[config.mk]
export PLATFORM = sky130hd
export DESIGN_NAME = alarm_blink_pattern_generator_top
export DESIGN_NICKNAME = d
export VERILOG_FILES = /design/src/hw/rtl/abpg_pkg.sv /design/src/hw/rtl/abpg_remdiv.sv /design/src/hw/rtl/abpg_datapath.sv /design/src/hw/rtl/abpg_ctrl.sv /design/src/hw/rtl/alarm_blink_pattern_generator_top.sv
export SDC_FILE = /design/constraint.sdc
export NUM_CORES = 1
export LEC_CHECK = 0
export ABC_AREA = 0
export BUFFER_PORTS_ARGS = -buffer_cell sky130_fd_sc_hd__buf_4
export CAP_MARGIN = 20
export CORE_UTILIZATION = 60
export DETAILED_ROUTE_END_ITERATION = 12
export HOLD_SLACK_MARGIN = 0.02
export MAX_ROUTING_LAYER = met4
export PLACE_DENSITY = 0.86
export SLEW_MARGIN = 20
export SYNTH_ARGS = -nofsm -noshare
export SYNTH_HDL_FRONTEND = slang
export SYNTH_SLANG_ARGS = --single-unit
[constraint.sdc]
create_clock -name i_clk -period 10.3 [get_ports i_clk]
set_input_delay 1.03 -clock i_clk [delete_from_list [all_inputs] [get_ports i_clk]]
set_output_delay 1.03 -clock i_clk [all_outputs]
set_load 0.1 [all_outputs]
[src/hw/rtl/abpg_pkg.sv]
// ============================================================================
// Alarm blink pattern generator package
// Shared level codes, timing constants, controller states and the command
// and status bundles that pass between the controller and the datapath.
// ============================================================================
`default_nettype none

package abpg_pkg;

    // Field and register widths.
    localparam int LEVEL_W   = 3;
    localparam int MILLIS_W  = 32;
    localparam int ELAPSED_W = 12;
    localparam int REM_W     = 13;   // holds any remainder below the largest divisor
    localparam int FIFTH_W   = 10;   // elapsed / 5 never exceeds 819
    localparam int CNT_W     = $clog2(MILLIS_W);

    // Alert level codes.
    localparam logic [LEVEL_W-1:0] LVL_AWAKE      = 3'd0;
    localparam logic [LEVEL_W-1:0] LVL_PRE_DROWSY = 3'd1;
    localparam logic [LEVEL_W-1:0] LVL_DROWSY     = 3'd2;
    localparam logic [LEVEL_W-1:0] LVL_DISTRACTED = 3'd3;
    localparam logic [LEVEL_W-1:0] LVL_MICROSLEEP = 3'd4;

    // Timing constants, in milliseconds.
    localparam int TICK_MS          = 10;
    localparam int ELAPSED_CAP      = 4000;
    localparam int SEC_MS           = 1000;
    localparam int HALF_SEC_MS      = 500;
    localparam int QUARTER_MS       = 250;
    localparam int BUZZ_MS          = 150;
    localparam int DISTRACT_BUZZ_MS = 2500;
    localparam int DISTRACT_FRAME   = 5000;  // common multiple of 1000 and 2500
    localparam int RAMP_ON_MS       = 140;

    // The ramp takes elapsed * 800 / 4000, which is elapsed / 5. Multiplying
    // by 3277 and dropping 14 bits gives the exact floor for 12-bit values.
    localparam int FIFTH_MUL   = 3277;
    localparam int FIFTH_SHIFT = 14;
    localparam int PROD_W      = ELAPSED_W + 12;

    // Configuration register indexes, taken from paddr bit 2.
    localparam logic REG_OVR_ENABLE = 1'b0;
    localparam logic REG_OVR_LEVEL  = 1'b1;

    typedef enum logic [2:0] {
        S_IDLE,
        S_FIFTH,
        S_START,
        S_DIV,
        S_DONE
    } t_state;

    typedef struct packed {
        logic event_load;
        logic tick_load;
        logic calc_fifth;
        logic div_start;
        logic finish;
    } t_cmd;

    typedef struct packed {
        logic div_done;
        logic out_free;
    } t_status;

endpackage

`default_nettype wire

[src/hw/rtl/abpg_remdiv.sv]
// ============================================================================
// Iterative remainder unit
// Restoring radix-2 division of the millisecond count by a small divisor,
// one dividend bit per cycle; only the remainder is kept.
// ============================================================================
`default_nettype none

module abpg_remdiv
    import abpg_pkg::*;
(
    input  wire logic                i_clk,
    input  wire logic                i_rst_n,
    input  wire logic                i_start,
    input  wire logic [MILLIS_W-1:0] i_dividend,
    input  wire logic [REM_W-1:0]    i_divisor,
    output logic                     o_done,
    output logic [REM_W-1:0]         o_rem
);

    logic                r_busy;
    logic                r_done;
    logic [CNT_W-1:0]    r_cnt;
    logic [MILLIS_W-1:0] r_dvd;
    logic [REM_W-1:0]    r_dvs;
    logic [REM_W-1:0]    r_rem;

    logic [REM_W:0]      w_trial;
    logic [REM_W-1:0]    n_rem;

    always_comb begin
        w_trial = {r_rem, r_dvd[MILLIS_W-1]};
        if (w_trial >= {1'b0, r_dvs}) begin
            n_rem = REM_W'(w_trial - {1'b0, r_dvs});
        end else begin
            n_rem = w_trial[REM_W-1:0];
        end
    end

    always_ff @(posedge i_clk) begin
        if (!i_rst_n) begin
            r_busy <= 1'b0;
            r_done <= 1'b0;
            r_cnt  <= '0;
        end else if (i_start) begin
            r_busy <= 1'b1;
            r_done <= 1'b0;
            r_cnt  <= CNT_W'(MILLIS_W - 1);
        end else if (r_busy) begin
            r_cnt <= r_cnt - 1'b1;
            if (r_cnt == '0) begin
                r_busy <= 1'b0;
                r_done <= 1'b1;
            end
        end else begin
            r_done <= 1'b0;
        end
    end

    always_ff @(posedge i_clk) begin
        if (i_start) begin
            r_dvd <= i_dividend;
            r_dvs <= i_divisor;
            r_rem <= '0;
        end else if (r_busy) begin
            r_dvd <= {r_dvd[MILLIS_W-2:0], 1'b0};
            r_rem <= n_rem;
        end
    end

    assign o_done = r_done;
    assign o_rem  = r_rem;

`ifndef SYNTHESIS
    // A finished remainder is always below its divisor.
    a_rem_below_divisor: assert property (@(posedge i_clk) disable iff (!i_rst_n)
        r_done |-> (r_rem < r_dvs))
        else $error("remainder not below divisor");
`endif

endmodule

`default_nettype wire

[src/hw/rtl/abpg_datapath.sv]
// ============================================================================
// Alarm blink pattern datapath
// Level, millisecond and elapsed-time state, the ramp period, the remainder
// unit, pattern decoding and the result register.
// ============================================================================
`default_nettype none

module abpg_datapath
    import abpg_pkg::*;
(
    input  wire logic               i_clk,
    input  wire logic               i_rst_n,
    input  wire t_cmd               i_cmd,
    input  wire logic [LEVEL_W-1:0] i_new_level,
    input  wire logic               i_ovr_enable,
    input  wire logic [LEVEL_W-1:0] i_ovr_level,
    input  wire logic               i_out_ready,
    output t_status                 o_status,
    output logic                    o_out_valid,
    output logic                    o_led_on,
    output logic                    o_buzzer_on,
    output logic [LEVEL_W-1:0]      o_active_level
);

    logic [LEVEL_W-1:0]   r_level;
    logic [MILLIS_W-1:0]  r_millis;
    logic [ELAPSED_W-1:0] r_elapsed;
    logic [FIFTH_W-1:0]   r_fifth;
    logic                 r_out_valid;
    logic                 r_led;
    logic                 r_buz;
    logic [LEVEL_W-1:0]   r_out_level;

    logic [PROD_W-1:0]    w_prod;
    logic [FIFTH_W-1:0]   w_period;
    logic [FIFTH_W-1:0]   w_ontime;
    logic [REM_W-1:0]     w_divisor;
    logic [REM_W-1:0]     w_rem;
    logic [REM_W-1:0]     w_rem_sec;
    logic [REM_W-1:0]     w_rem_half;
    logic [REM_W-1:0]     w_rem_buzz;
    logic                 w_div_done;
    logic                 n_led;
    logic                 n_buz;
    logic [ELAPSED_W:0]   w_el_sum;
    logic [ELAPSED_W-1:0] n_elapsed;
    logic                 w_take_event;
    logic                 w_take_ovr;

    assign w_prod   = PROD_W'(r_elapsed) * PROD_W'(FIFTH_MUL);
    assign w_period = FIFTH_W'(SEC_MS) - r_fifth;
    assign w_ontime = (w_period > FIFTH_W'(RAMP_ON_MS)) ? FIFTH_W'(RAMP_ON_MS)
                                                         : (w_period >> 1);

    // The distracted level divides by a 5000 ms frame, so that both of its
    // windows come out of a single remainder.
    always_comb begin
        unique case (r_level)
            LVL_DISTRACTED: w_divisor = REM_W'(DISTRACT_FRAME);
            LVL_MICROSLEEP: w_divisor = REM_W'(w_period);
            default:        w_divisor = REM_W'(SEC_MS);
        endcase
    end

    abpg_remdiv u_remdiv (
        .i_clk      (i_clk),
        .i_rst_n    (i_rst_n),
        .i_start    (i_cmd.div_start),
        .i_dividend (r_millis),
        .i_divisor  (w_divisor),
        .o_done     (w_div_done),
        .o_rem      (w_rem)
    );

    // Fold the remainder down to the shorter windows.
    always_comb begin
        if (w_rem >= REM_W'(HALF_SEC_MS)) begin
            w_rem_half = w_rem - REM_W'(HALF_SEC_MS);
        end else begin
            w_rem_half = w_rem;
        end
        priority if (w_rem >= REM_W'(4 * SEC_MS)) begin
            w_rem_sec = w_rem - REM_W'(4 * SEC_MS);
        end else if (w_rem >= REM_W'(3 * SEC_MS)) begin
            w_rem_sec = w_rem - REM_W'(3 * SEC_MS);
        end else if (w_rem >= REM_W'(2 * SEC_MS)) begin
            w_rem_sec = w_rem - REM_W'(2 * SEC_MS);
        end else if (w_rem >= REM_W'(SEC_MS)) begin
            w_rem_sec = w_rem - REM_W'(SEC_MS);
        end else begin
            w_rem_sec = w_rem;
        end
        if (w_rem >= REM_W'(DISTRACT_BUZZ_MS)) begin
            w_rem_buzz = w_rem - REM_W'(DISTRACT_BUZZ_MS);
        end else begin
            w_rem_buzz = w_rem;
        end
    end

    always_comb begin
        n_led = 1'b0;
        n_buz = 1'b0;
        unique case (r_level)
            LVL_PRE_DROWSY: begin
                n_led = (w_rem < REM_W'(HALF_SEC_MS));
            end
            LVL_DROWSY: begin
                n_led = (w_rem_half < REM_W'(QUARTER_MS));
                n_buz = (w_rem < REM_W'(BUZZ_MS));
            end
            LVL_DISTRACTED: begin
                n_led = (w_rem_sec < REM_W'(QUARTER_MS));
                n_buz = (w_rem_buzz < REM_W'(BUZZ_MS));
            end
            LVL_MICROSLEEP: begin
                if (r_elapsed >= ELAPSED_W'(ELAPSED_CAP)) begin
                    n_led = 1'b1;
                    n_buz = 1'b1;
                end else begin
                    n_led = (w_rem < REM_W'(w_ontime));
                    n_buz = n_led;
                end
            end
            default: begin
                n_led = 1'b0;
                n_buz = 1'b0;
            end
        endcase
    end

    always_comb begin
        w_el_sum = {1'b0, r_elapsed} + (ELAPSED_W + 1)'(TICK_MS);
        if (w_el_sum > (ELAPSED_W + 1)'(ELAPSED_CAP)) begin
            n_elapsed = ELAPSED_W'(ELAPSED_CAP);
        end else begin
            n_elapsed = w_el_sum[ELAPSED_W-1:0];
        end
    end

    assign w_take_event = i_cmd.event_load && !i_ovr_enable && (i_new_level != r_level);
    assign w_take_ovr   = i_cmd.tick_load && i_ovr_enable && (i_ovr_level != r_level);

    always_ff @(posedge i_clk) begin
        if (!i_rst_n) begin
            r_level   <= LVL_AWAKE;
            r_millis  <= '0;
            r_elapsed <= '0;
        end else begin
            priority if (w_take_event) begin
                r_level   <= i_new_level;
                r_elapsed <= '0;
            end else if (w_take_ovr) begin
                r_level   <= i_ovr_level;
                r_elapsed <= '0;
            end else if (i_cmd.finish) begin
                r_millis  <= r_millis + MILLIS_W'(TICK_MS);
                r_elapsed <= n_elapsed;
            end
        end
    end

    always_ff @(posedge i_clk) begin
        if (i_cmd.calc_fifth) begin
            r_fifth <= w_prod[FIFTH_SHIFT +: FIFTH_W];
        end
    end

    always_ff @(posedge i_clk) begin
        if (!i_rst_n) begin
            r_out_valid <= 1'b0;
        end else if (i_cmd.finish) begin
            r_out_valid <= 1'b1;
        end else if (i_out_ready) begin
            r_out_valid <= 1'b0;
        end
    end

    always_ff @(posedge i_clk) begin
        if (i_cmd.finish) begin
            r_led       <= n_led;
            r_buz       <= n_buz;
            r_out_level <= r_level;
        end
    end

    assign o_status.div_done = w_div_done;
    assign o_status.out_free = !r_out_valid || i_out_ready;
    assign o_out_valid       = r_out_valid;
    assign o_led_on          = r_led;
    assign o_buzzer_on       = r_buz;
    assign o_active_level    = r_out_level;

`ifndef SYNTHESIS
    // The elapsed time saturates and never passes its cap.
    a_elapsed_capped: assert property (@(posedge i_clk) disable iff (!i_rst_n)
        r_elapsed <= ELAPSED_W'(ELAPSED_CAP))
        else $error("elapsed time beyond cap");
`endif

endmodule

`default_nettype wire

[src/hw/rtl/abpg_ctrl.sv]
// ============================================================================
// Alarm blink pattern controller
// Sequences a tick through ramp scaling, the remainder unit and the result
// register; level events complete in the cycle they are taken.
// ============================================================================
`default_nettype none

module abpg_ctrl
    import abpg_pkg::*;
(
    input  wire logic    i_clk,
    input  wire logic    i_rst_n,
    input  wire logic    i_in_valid,
    input  wire logic    i_command,
    input  wire t_status i_status,
    output logic         o_in_ready,
    output t_cmd         o_cmd
);

    t_state r_state;
    t_state n_state;

    always_ff @(posedge i_clk) begin
        if (!i_rst_n) begin
            r_state <= S_IDLE;
        end else begin
            r_state <= n_state;
        end
    end

    always_comb begin
        n_state = r_state;
        unique case (r_state)
            S_IDLE: begin
                if (i_in_valid && i_command) begin
                    n_state = S_FIFTH;
                end
            end
            S_FIFTH: n_state = S_START;
            S_START: n_state = S_DIV;
            S_DIV: begin
                if (i_status.div_done) begin
                    n_state = S_DONE;
                end
            end
            S_DONE: begin
                if (i_status.out_free) begin
                    n_state = S_IDLE;
                end
            end
            default: n_state = S_IDLE;
        endcase
    end

    always_comb begin
        o_in_ready       = (r_state == S_IDLE);
        o_cmd.event_load = (r_state == S_IDLE) && i_in_valid && !i_command;
        o_cmd.tick_load  = (r_state == S_IDLE) && i_in_valid && i_command;
        o_cmd.calc_fifth = (r_state == S_FIFTH);
        o_cmd.div_start  = (r_state == S_START);
        o_cmd.finish     = (r_state == S_DONE) && i_status.out_free;
    end

`ifndef SYNTHESIS
    // The remainder unit only reports completion while a tick waits on it.
    a_done_in_div: assert property (@(posedge i_clk) disable iff (!i_rst_n)
        i_status.div_done |-> (r_state == S_DIV))
        else $error("divider done outside division state");

    // A taken tick always moves on to ramp scaling.
    a_tick_starts: assert property (@(posedge i_clk) disable iff (!i_rst_n)
        (r_state == S_IDLE && i_in_valid && i_command) |=> (r_state == S_FIFTH))
        else $error("tick not sequenced");

    // A result is only loaded when the output register can take it.
    a_finish_free: assert property (@(posedge i_clk) disable iff (!i_rst_n)
        (r_state == S_DONE && !i_status.out_free) |=> (r_state == S_DONE))
        else $error("result dropped while output stalled");
`endif

endmodule

`default_nettype wire

[src/hw/rtl/alarm_blink_pattern_generator_top.sv]
// ============================================================================
// Alarm blink pattern generator
// Drives a warning LED and buzzer from an alert level, one result per tick.
// ============================================================================
//
//   Channel   Signals          Contents (lowest bit first)
//   -------   --------------   ---------------------------------------------
//   s_axis    tvalid/tready    tdata[2:0] new_level, tuser[0] command
//   m_axis    tvalid/tready    tdata[0] led_on, [1] buzzer_on, [4:2] level
//   apb       psel/penable     0x0 test_override_enable, 0x4 override_level
//
// A level event item is taken without holding the input off and gives no
// result. A tick item holds the input off after its acceptance while the
// controller scales the elapsed time, loads the remainder unit, waits for the
// bit-serial remainder of the 32-bit millisecond count (32 shift steps and
// the done flag) and loads the result; the next item is taken once it is idle
// again. A result waiting in the output register does not block new items;
// only a tick finishing while the previous result is still untaken waits.
// Reset is synchronous, active low, and clears the level, both counters and
// the override registers.
// ============================================================================
`default_nettype none

module alarm_blink_pattern_generator_top
    import abpg_pkg::*;
(
    input  wire logic        i_clk,
    input  wire logic        i_rst_n,
    // Input items.
    input  wire logic        s_axis_tvalid,
    output logic             s_axis_tready,
    input  wire logic [7:0]  s_axis_tdata,   // [2:0] new_level
    input  wire logic [0:0]  s_axis_tuser,   // [0] command
    // Result items.
    output logic             m_axis_tvalid,
    input  wire logic        m_axis_tready,
    output logic [7:0]       m_axis_tdata,   // [0] led_on, [1] buzzer_on, [4:2] active_level
    // Configuration port.
    input  wire logic        psel,
    input  wire logic        penable,
    input  wire logic        pwrite,
    input  wire logic [2:0]  paddr,
    input  wire logic [31:0] pwdata,
    output logic [31:0]      prdata,
    output logic             pready
);

    logic               r_ovr_enable;
    logic [LEVEL_W-1:0] r_ovr_level;

    t_cmd               w_cmd;
    t_status            w_status;
    logic               w_led;
    logic               w_buz;
    logic [LEVEL_W-1:0] w_level;
    logic               w_cfg_write;

    // The port never stalls; a write lands on the access cycle.
    assign pready      = 1'b1;
    assign w_cfg_write = psel && penable && pwrite && pready;

    // Register index is the word address; the low two bits are ignored.
    always_ff @(posedge i_clk) begin
        if (!i_rst_n) begin
            r_ovr_enable <= 1'b0;
            r_ovr_level  <= LVL_AWAKE;
        end else if (w_cfg_write) begin
            unique case (paddr[2])
                REG_OVR_ENABLE: r_ovr_enable <= pwdata[0];
                REG_OVR_LEVEL:  r_ovr_level  <= pwdata[LEVEL_W-1:0];
                default:        r_ovr_enable <= r_ovr_enable;
            endcase
        end
    end

    always_comb begin
        unique case (paddr[2])
            REG_OVR_ENABLE: prdata = {31'b0, r_ovr_enable};
            REG_OVR_LEVEL:  prdata = {{(32 - LEVEL_W){1'b0}}, r_ovr_level};
            default:        prdata = '0;
        endcase
    end

    // The controller sequences each tick; the datapath holds the level, time and result state.
    abpg_ctrl u_ctrl (
        .i_clk      (i_clk),
        .i_rst_n    (i_rst_n),
        .i_in_valid (s_axis_tvalid),
        .i_command  (s_axis_tuser[0]),
        .i_status   (w_status),
        .o_in_ready (s_axis_tready),
        .o_cmd      (w_cmd)
    );

    abpg_datapath u_datapath (
        .i_clk          (i_clk),
        .i_rst_n        (i_rst_n),
        .i_cmd          (w_cmd),
        .i_new_level    (s_axis_tdata[LEVEL_W-1:0]),
        .i_ovr_enable   (r_ovr_enable),
        .i_ovr_level    (r_ovr_level),
        .i_out_ready    (m_axis_tready),
        .o_status       (w_status),
        .o_out_valid    (m_axis_tvalid),
        .o_led_on       (w_led),
        .o_buzzer_on    (w_buz),
        .o_active_level (w_level)
    );

    assign m_axis_tdata = {3'b0, w_level, w_buz, w_led};

endmodule

`default_nettype wire

==> impl_metrics.toml, run 1 <==
[status]
outcome = "finished clean"

[final_layout]
final_common_cell = "ha_1"
nets = 1378
diodes = 0
syn2layout_area_growth_pct = 7.651
drive_gt1_frac = 0.1040
final_cell_mix = "ha_1, nor2_1, inv_1"

[global_routing]
met2_usage = 0.4546
grt_util_met1 = 0.3283
grt.busiest_layer = "met2"
grt_max_degree = 51
use_met3 = 0.04901
grt_overflow_total = 0
grt_pass1_vias = 8138
grt_pass1_wl_mm = 38.58
track_usage = 0.2718
antenna_found_initial = 0

[critical_path]
crit_fanout = 8
cp-start-kind = "flip-flop"
criticalPathCategory = "reg2reg"
required_ns = 10.57
end_kind = "flip-flop"
arrival_ns = 6.04

[timing]
rsz0062_at_grt = "no"
finalHoldViolCount = 0
finalCritPeriodShare = 0.5601
fin_setup_tns_ns = 0
fin_worst_skew_ns = 0.008806
slew-limit-headroom = 0.2692
setup_viol_count_final = 0
fin_ws_ns = 4.531
final_max_slew_viol_count = 0
period_minus_slack_ns = 5.769
tightestPinTransition_ns = 1.094
clock.fmax_ghz = 0.1733

[place]
portBuffers = 24
gp_routability_congestion = 0.9449
hpwlAfterDp_mm = 16.84
pre_cts_ws_ns = 4.580

[yosys]
ys.flop_type = "dfxtp_1"
synth_area_um2 = 10710
async_flop_share = 0
ys_types = 81
netlist_instances = 1154
syn_avg_cell_area_um2 = 9.282
synth.yosys.seq_area_share = 0.2962
synth-edff-count = 57
ys_ff_latch = 130
synth_warnings = 0

[routing]
vias_per_cell = 6.033
drt_wl_total_mm = 23.59
drt-initial-drc-count = 738
postRouteAntennaNets = 0
drc = 0
wl_per_cell_um = 16.88
firstDrtPassIters = 5
vias = 8434

[job]
cap_violations = 0

[power]
p_leak_nw = 5.172
p_per_area_nw_per_um2 = 176.1
peakVddDrop_mv = 0.2164

[floorplanning]
coreArea_um2 = 17360
start_util = 0.6171
die_y_um = 135.6
die-area_um2 = 18390
num_rows = 48
die_w_um = 135.6
io-pin-count = 94

[clock_network]
clk_latency_ns = 0.43
clock_path_buffers = 2
numCtsBuffers = 17
cts_sinks = 130
cts_resized = 0
path_clk_slew_ns = 0.06
ctsHtreeMaxLevel = 4
root_buffer = "clkbuf_16"
cts_tree = "built"
cts_setup_buffers = 0
ctsHoldBuffers = 0

[worst_hold_path]
hold_path.class = "reg2reg"
==> synthesized netlist by cell type, types with 6 or more instances <==
cell type	number	area, um^2
ha_1	130	1627
nor2_1	104	390.4
inv_1	103	386.6
dfxtp_1	73	1461
a21oi_1	64	320.3
edfxtp_1	57	1712
nand2_1	53	198.9
o21ai_0	43	215.2
xnor2_1	39	341.6
buf_4	38	285.3
clkbuf_1	37	138.9
fa_1	37	740.7
mux2_2	34	382.9
nand3_1	23	115.1
xor2_1	22	192.7
mux2i_1	19	190.2
nand4_1	19	118.9
nor3_1	19	95.09
or3_1	17	106.4
a21o_1	13	97.59
a31oi_1	13	81.33
nand2b_1	13	81.33
o22ai_1	13	81.33
and3_1	12	75.07
a211oi_1	11	82.58
nor2b_1	10	62.56
and2_1	9	56.30
a311oi_1	6	52.55
nor3b_1	6	45.04
o211ai_1	6	45.04
==> critical path, stage by stage, from the launching register on <==
cell,delay (ns)
dfxtp_1,0.56
inv_1,0.15
ha_1,0.41
ha_1,0.32
inv_1,0.06
fa_1,0.51
fa_1,0.56
inv_1,0.06
fa_1,0.48
ha_1,0.32
and3_1,0.20
a221o_1,0.34
a21oi_1,0.14
o21ai_0,0.19
a221oi_1,0.57
o21ai_0,0.30
o311a_1,0.34
a21oi_1,0.12
==> where the power goes <==
group	total [W]	switching (W)	leakage (nW)	internal, W
registers	0.000707	0.000109	1.12	0.000599
clock network	0.000620	0.000238	0.303	0.000382
logic	0.000703	0.000425	3.75	0.000278
total	0.00203	0.000771	5.17	0.00126
==> worst paths after layout <==
kind	start	cells past startpoint	slack, ns	endpoint
hold reg to reg	u_datapath.u_remdiv.o_done	2	0.50	u_datapath.u_remdiv.o_done
hold / removal	u_datapath.u_remdiv.o_done	2	0.50	u_datapath.u_remdiv.o_done
setup reg to reg	u_datapath.r_elapsed[1]	17	4.53	u_datapath.r_fifth[8]
setup / recovery	u_datapath.r_elapsed[1]	17	4.53	u_datapath.r_fifth[8]
==> registers in the layout, summed over array words and instances (netlist names) <==
name	flops
u_datapath.o_out_valid	1
u_datapath.u_remdiv.r_dvs	11
u_datapath.u_remdiv.r_busy	1
r_ovr_enable	1
u_datapath.r_level	3
u_datapath.u_remdiv.r_cnt	5
u_datapath.u_remdiv.r_dvd	31
u_datapath.r_elapsed	11
u_datapath.o_active_level	3
u_ctrl.r_state	3
u_datapath.r_millis	31
u_datapath.o_buzzer_on	1
u_datapath.u_remdiv.o_rem	13
u_datapath.r_fifth	10
r_ovr_level	3
u_datapath.o_led_on	1
u_datapath.u_remdiv.o_done	1
==> metal layers <==
layer | vias to the layer above | share of wire | wire (um)
met3 | 47 | 0.058 | 1360
met1 | 4022 | 0.43 | 10060
met4 | 0 | 0.018 | 429
li1 | 4058 | - | -
met2 | 307 | 0.50 | 11740
met5 | - | 0 | 0
==> kinds of logic after synthesis <==
group                      count (synthesis)  synth area share
other                                      2         0.0007011
xor gates and xnor gates                  61           0.04988
buffers and inverters                    183           0.07791
adders and majority gates                167            0.2210
DFF                                      130            0.2962
and+or+nand+nor                          325            0.1571
muxes                                     53           0.05350
AOI/OAI and AO/OA                        233            0.1437
==> area by class of cell <==
type	instances	area [um^2]
inverters	104	390.4
clock buffers	20	467.9
flip-flops and latches	130	3173
clock inverters	12	143.9
fillers	1321	5826
repair buffers	30	225.2
multi-input cells	877	6849
well taps	225	281.5
==> per-stage QoR <==
| stage | hold slack (ns) | cells | utilization | power [W] | instance area [um^2] |
|---|---|---|---|---|---|
| 2_1_floorplan | 0.4064 | 1190 | - | 0.001257 | 10850 |
| 3_3_place_gp | 0.4727 | 1366 | 0.6291 | 0.001375 | 10920 |
| 3_5_place_dp | 0.4740 | 1366 | 0.6291 | 0.001396 | 10920 |
| 4_1_cts | 0.4955 | 1398 | 0.6644 | 0.002018 | 11530 |
| 5_1_grt | 0.5271 | 1398 | 0.6644 | 0.002135 | 11530 |
| 6_report | 0.5013 | 1398 | 0.6644 | 0.002031 | 11530 |
Note: power is estimated with default switching activity, not from simulation.
==> run 2, diff against run 1 <==
--- a/config.mk
+++ b/config.mk
@@ -5,7 +5,7 @@
 export SDC_FILE = /design/constraint.sdc
 export NUM_CORES = 1
 export LEC_CHECK = 0
-export ABC_AREA = 0
+export ABC_AREA = 1
 export BUFFER_PORTS_ARGS = -buffer_cell sky130_fd_sc_hd__buf_4
 export CAP_MARGIN = 20
 export CORE_UTILIZATION = 60
==> constraint.sdc (replaced) <==
create_clock -name i_clk -period 5.95 [get_ports i_clk]
set_input_delay 0.595 -clock i_clk [delete_from_list [all_inputs] [get_ports i_clk]]
set_output_delay 0.595 -clock i_clk [all_outputs]
set_load 0.1 [all_outputs]
==> impl_metrics.toml, run 2 <==
[power]
p_per_area_nw_per_um2 = 347.9
combPwrFrac = 0.438
p_int_w = 0.002275
p_sw_w = 0.001911
clkPwrFrac = 0.247
pwr-share-seq = 0.315
swShare = 0.4566
peakVddDrop_mv = 0.2917
p_leak_nw = 5.821

[floorplanning]
coreArea_um2 = 18150
io-pin-count = 94
start_util = 0.6178
num_rows = 49
die_w_um = 138.7
die-area_um2 = 19240
die_y_um = 138.7

[worst_hold_path]
hold_path.class = "in2reg"
hp-start = "pwdata[0]"

[clock_network]
ctsHoldBuffers = 0
cts_resized = 0
cts_tree = "built"
cts_sinks = 130
path_clk_slew_ns = 0.06
ctsHtreeMaxLevel = 4
clock_path_buffers = 2
numCtsBuffers = 17
clk_latency_ns = 0.44
cts_setup_buffers = 0
root_buffer = "clkbuf_16"

[timing]
slew-limit-headroom = 0.4202
setup_viol_count_final = 0
rsz0062_at_grt = "no"
finalHoldViolCount = 0
fin_worst_skew_ns = 0.01355
clock.fmax_ghz = 0.2067
tightestPinTransition_ns = 0.8630
finalCritPeriodShare = 0.8133
fin_setup_tns_ns = 0
final_max_slew_viol_count = 0
period_minus_slack_ns = 4.839

[critical_path]
criticalPathCategory = "reg2reg"
required_ns = 6.12
ff2ff_setup_slack_ns = 1.11
reg2reg_from = "u_datapath.r_elapsed[1]"
cp-start-kind = "flip-flop"
rr_worst_depth = 16
cp-startpoint = "u_datapath.r_elapsed[1]"
end_kind = "flip-flop"
critPathCapture = "u_datapath.r_fifth[5]"
rr_endpoint = "u_datapath.r_fifth[5]"
arrival_ns = 5.01
crit_fanout = 8

[final_layout]
syn2layout_area_growth_pct = 7.309
nets = 1699
utilization = 0.6630
final_common_cell = "nand2_1"
fill_cells = 1484
diodes = 0
drive_gt1_frac = 0.07296
final_cell_mix = "nand2_1, inv_1, ha_1"

[yosys]
synth_most_common_cell = "nand2_1"
syn_avg_cell_area_um2 = 7.679
synth_area_leaders = "edfxtp_1, ha_1, dfxtp_1, nand2_1, fa_1"
synth_top_area_share = 0.1527
ys_types = 60
ys_ff_latch = 130
synth_warnings = 0
ys.flop_type = "dfxtp_1"
synth_area_um2 = 11210
synth_top_cell_by_area = "edfxtp_1"
synth-edff-count = 57
netlist_instances = 1460
async_flop_share = 0
synth.yosys.seq_area_share = 0.2830
synth_commonest_cells = "nand2_1, inv_1, ha_1"

[global_routing]
grt.busiest_layer = "met2"
antenna_found_initial = 0
grt_max_degree = 58
use_met3 = 0.04627
met2_usage = 0.4972
grt_pass1_wl_mm = 45.46
grt_util_met1 = 0.3782
track_usage = 0.3018
grt_pass1_vias = 9496
grt_overflow_total = 0

[routing]
drt-initial-drc-count = 1012
postRouteAntennaNets = 0
wl_per_cell_um = 15.79
firstDrtPassIters = 12
drt_wl_total_mm = 27.20
drc = 6
vias_per_cell = 5.751
vias = 9909

[place]
gp_routability_congestion = 0.9865
portBuffers = 24
hpwlAfterDp_mm = 20.19

[status]
violations = "design-rule violations"
outcome = "finished with violations"

[job]
cap_violations = 0
run 2: cell types whose count changed after synthesis, sizes merged, moves of 22 or more:
| cell | delta |
|---|---|
| mux2 | -34 |
| xnor2 | -25 |
| o21ai | +54 |
| nand2 | +267 |
| nand3 | +52 |
| inv | +105 |
| clkbuf | -22 |
| a21oi | +32 |
run 2: kinds of logic (layout without fill, tap and decap cells):
family | count (synthesis) | after routing | synth area share
and+or+nand+nor | 571 | 571 | 0.2244
buffers and inverters | 277 | 275 | 0.1076
AOI/OAI and AO/OA | 259 | 259 | 0.1310
adders and majority gates | 167 | 167 | 0.2111
DFF | 130 | 130 | 0.2830
xor gates and xnor gates | 54 | 54 | 0.04218
other | 2 | 38 | 0.0006698
run 2: worst min-delay path by stage:
stage,to,cells past startpoint
after global routing,r_ovr_enable,3
after global placement,u_datapath.u_remdiv.r_cnt[0],2
after floorplan,u_datapath.o_active_level[0],0
after detailed placement,u_datapath.u_remdiv.r_cnt[0],2
final,r_ovr_enable,3
after CTS,r_ovr_enable,3
run 2: metrics by stage:
step	hold slack [ns]	area, um^2	power, W	setup WS (ns)	std cells
global route	0.4557	12030	0.004474	0.8683	1723
global placement	0.4507	11450	0.003078	1.277	1691
CTS	0.4137	12030	0.004154	1.139	1723
finish	0.4206	12030	0.004185	1.111	1723
floorplan	0.4064	11350	0.002712	1.610	1496
detailed placement	0.4619	11450	0.003117	1.184	1691
run 2: metal layers:
layer / share of wire / routed length [um]
met1: 0.44 / 11900
met2: 0.47 / 12790
met3: 0.069 / 1882
met4: 0.023 / 627
met5: 0 / 0
run 2: worst max-delay path, cell delays in order, from the launching register on:
cell	delay (ns)
dfxtp_1	0.54
inv_1	0.13
ha_1	0.39
ha_1	0.32
inv_1	0.06
fa_1	0.52
fa_1	0.56
inv_1	0.06
fa_1	0.49
ha_1	0.34
nand2_1	0.08
nor4_1	0.40
a21oi_1	0.17
o21ai_1	0.23
nand3_1	0.10
nand2_1	0.09
xor2_1	0.07
run 2: cell type report:
type                    instances  area (um^2)  area share
multi-input cells            1089         6970      0.5793
flip-flops and latches        130         3173      0.2637
inverters                     214        805.8     0.06697
clock buffers                  19        454.2     0.03775
well taps                     229        286.5     0.02381
repair buffers                 29        217.7     0.01809
clock inverters                13        123.9     0.01030
run 2: power groups by stage:
stage / combinational [W] / sequential, W / clock, W
floorplan: 0.00152 / 0.00119 / 0
global placement: 0.00176 / 0.00132 / 0
detailed placement: 0.00179 / 0.00132 / 0
CTS: 0.00181 / 0.00131 / 0.00104
global route: 0.00207 / 0.00133 / 0.00107
finish: 0.00183 / 0.00132 / 0.00103
==> run 3, diff against run 2 <==
==> constraint.sdc (replaced) <==
create_clock -name i_clk -period 4.9 [get_ports i_clk]
set_input_delay 0.49 -clock i_clk [delete_from_list [all_inputs] [get_ports i_clk]]
set_output_delay 0.49 -clock i_clk [all_outputs]
set_load 0.1 [all_outputs]
==> impl_metrics.toml, run 3 (synthesis gave the netlist of run 2 again) <==
[final_layout]
regArea_um2 = 3174
final_cell_mix = "nand2_1, inv_1, ha_1"
diodes = 0
fin_cells = 1726
syn2layout_area_growth_pct = 7.767
drive_gt1_frac = 0.07682
fill_cells = 1466
nets = 1703
final_common_cell = "nand2_1"
multiInputGateArea_um2 = 6977

[global_routing]
grt_max_degree = 58
grt_pass1_wl_mm = 46.09
track_usage = 0.3069
grt_overflow_total = 0
antenna_found_initial = 0
grt_pass1_vias = 9672

[floorplanning]
num_rows = 49
io-pin-count = 94
start_util = 0.6178
coreArea_um2 = 18150
die-area_um2 = 19240
die_w_um = 138.7
die_y_um = 138.7

[clock_network]
path_clk_slew_ns = 0.06
clk_latency_ns = 0.42
root_buffer = "clkbuf_16"
ctsHtreeMaxLevel = 4
cts_sinks = 130
numCtsBuffers = 17
cts_tree = "built"
clock_path_buffers = 2
cts_setup_buffers = 0
ctsHoldBuffers = 0

[place]
place_inst = 1695
hpwlAfterDp_mm = 20.51
gp_routability_congestion = 1.041
portBuffers = 24

[timing]
slew-limit-headroom = 0.3512
setup_viol_count_final = 0
clock.fmax_ghz = 0.2170
finalHoldViolCount = 0
finalCritPeriodShare = 0.9404
period_minus_slack_ns = 4.608
fin_setup_tns_ns = 0
fin_worst_skew_ns = 0.01035
final_max_slew_viol_count = 0
whs_ns = 0.3525
tightestPinTransition_ns = 0.9658
rsz0062_at_grt = "no"

[critical_path]
arrival_ns = 4.77
cp-start-kind = "flip-flop"
required_ns = 5.06
criticalPathCategory = "reg2reg"
crit_fanout = 7
ff2ff_setup_slack_ns = 0.29
end_kind = "flip-flop"

[routing]
dr_wl_met2_mm = 13.50
firstDrtPassIters = 10
drt-initial-drc-count = 888
maxUsedRoutingLayer = "met4"
drc = 7
drt_wl_total_mm = 27.97
dr_wl_met3_mm = 2.065
wl_per_cell_um = 16.20
met1_length_mm = 11.55
vias_per_cell = 5.816
vias = 10040
postRouteAntennaNets = 0

[power]
p_sw_w = 0.002312
pwr-share-seq = 0.313
clkPwrFrac = 0.252
p_per_area_nw_per_um2 = 422.7
swShare = 0.4528
p_int_w = 0.002795
p_leak_nw = 5.853
total_power_w = 0.005107
combPwrFrac = 0.434
peakVddDrop_mv = 0.3213

[worst_hold_path]
hold_path.class = "in2reg"

[status]
violations = "design-rule violations"
outcome = "finished with violations"

[job]
cap_violations = 0
-- run 3: cell types whose count changed in the layout (fill, tap and decap cells not counted), sizes merged --
cell / before / now
bufinv: 1 / 2
clkbuf: 19 / 18
buf: 29 / 33
clkinvlp: 2 / 1
-- run 3: power groups by stage --
stage / Sequential (W) / Combinational [W] / Clock, W
after CTS: 0.00159 / 0.00218 / 0.00128
after global placement: 0.00160 / 0.00211 / 0
final: 0.00160 / 0.00222 / 0.00129
after floorplan: 0.00145 / 0.00185 / 0
after global routing: 0.00162 / 0.00252 / 0.00133
after detailed placement: 0.00161 / 0.00216 / 0
-- run 3: cell type report --
type | instances | share of cell area
clock buffers | 18 | 0.03635
flip-flops and latches | 130 | 0.2627
repair buffers | 33 | 0.02050
inverters | 214 | 0.06669
well taps | 229 | 0.02371
clock inverters | 13 | 0.01263
multi-input cells | 1089 | 0.5774
-- run 3: stage by stage --
| stage | setup slack (ns) | cell area, um^2 | utilization |
|---|---|---|---|
| after floorplan | 0.5598 | 11350 | - |
| after global placement | 0.2985 | 11480 | 0.6328 |
| after detailed placement | 0.1696 | 11480 | 0.6328 |
| after CTS | 0.1709 | 12080 | 0.6654 |
| after global routing | 0.01651 | 12080 | 0.6658 |
| final | 0.2922 | 12080 | 0.6658 |
-- run 3: final timing paths --
kind	startpoint	to	cells past startpoint
max	u_datapath.r_elapsed[2]	u_datapath.r_fifth[5]	17
min	pwdata[0]	r_ovr_enable	3
max reg2reg	u_datapath.r_elapsed[2]	u_datapath.r_fifth[5]	17
min reg2reg	u_datapath.u_remdiv.r_cnt[0]	u_datapath.u_remdiv.r_cnt[0]	2
-- run 3: per-layer routing --
metal  up-vias  global-route usage
li1       4846                   -
met4         0              0.1292
met3        81             0.04765
met1      4673              0.3750
met2       438              0.5068
met5         -                   -
-- run 3: worst max-delay path: stages, from the launching register on --
cell and delay, ns:
dfxtp_1 0.46, ha_1 0.32, inv_1 0.09, fa_1 0.49, fa_1 0.52, fa_1 0.52
fa_1 0.55, inv_1 0.04, ha_1 0.32, nand2_1 0.14, nor2_1 0.06, nand2_1 0.06
o211ai_1 0.10, a21oi_1 0.24, o21ai_1 0.13, nand3_1 0.08, nand2_1 0.06, xor2_1 0.14
-- run 3: timing repair --
| item | CTS | global route |
|---|---|---|
| gates resized for setup | 0 | 2 |
| hold endpoints to repair | 0 | 0 |
| endpoints found under the setup margin | 0 | 2 |
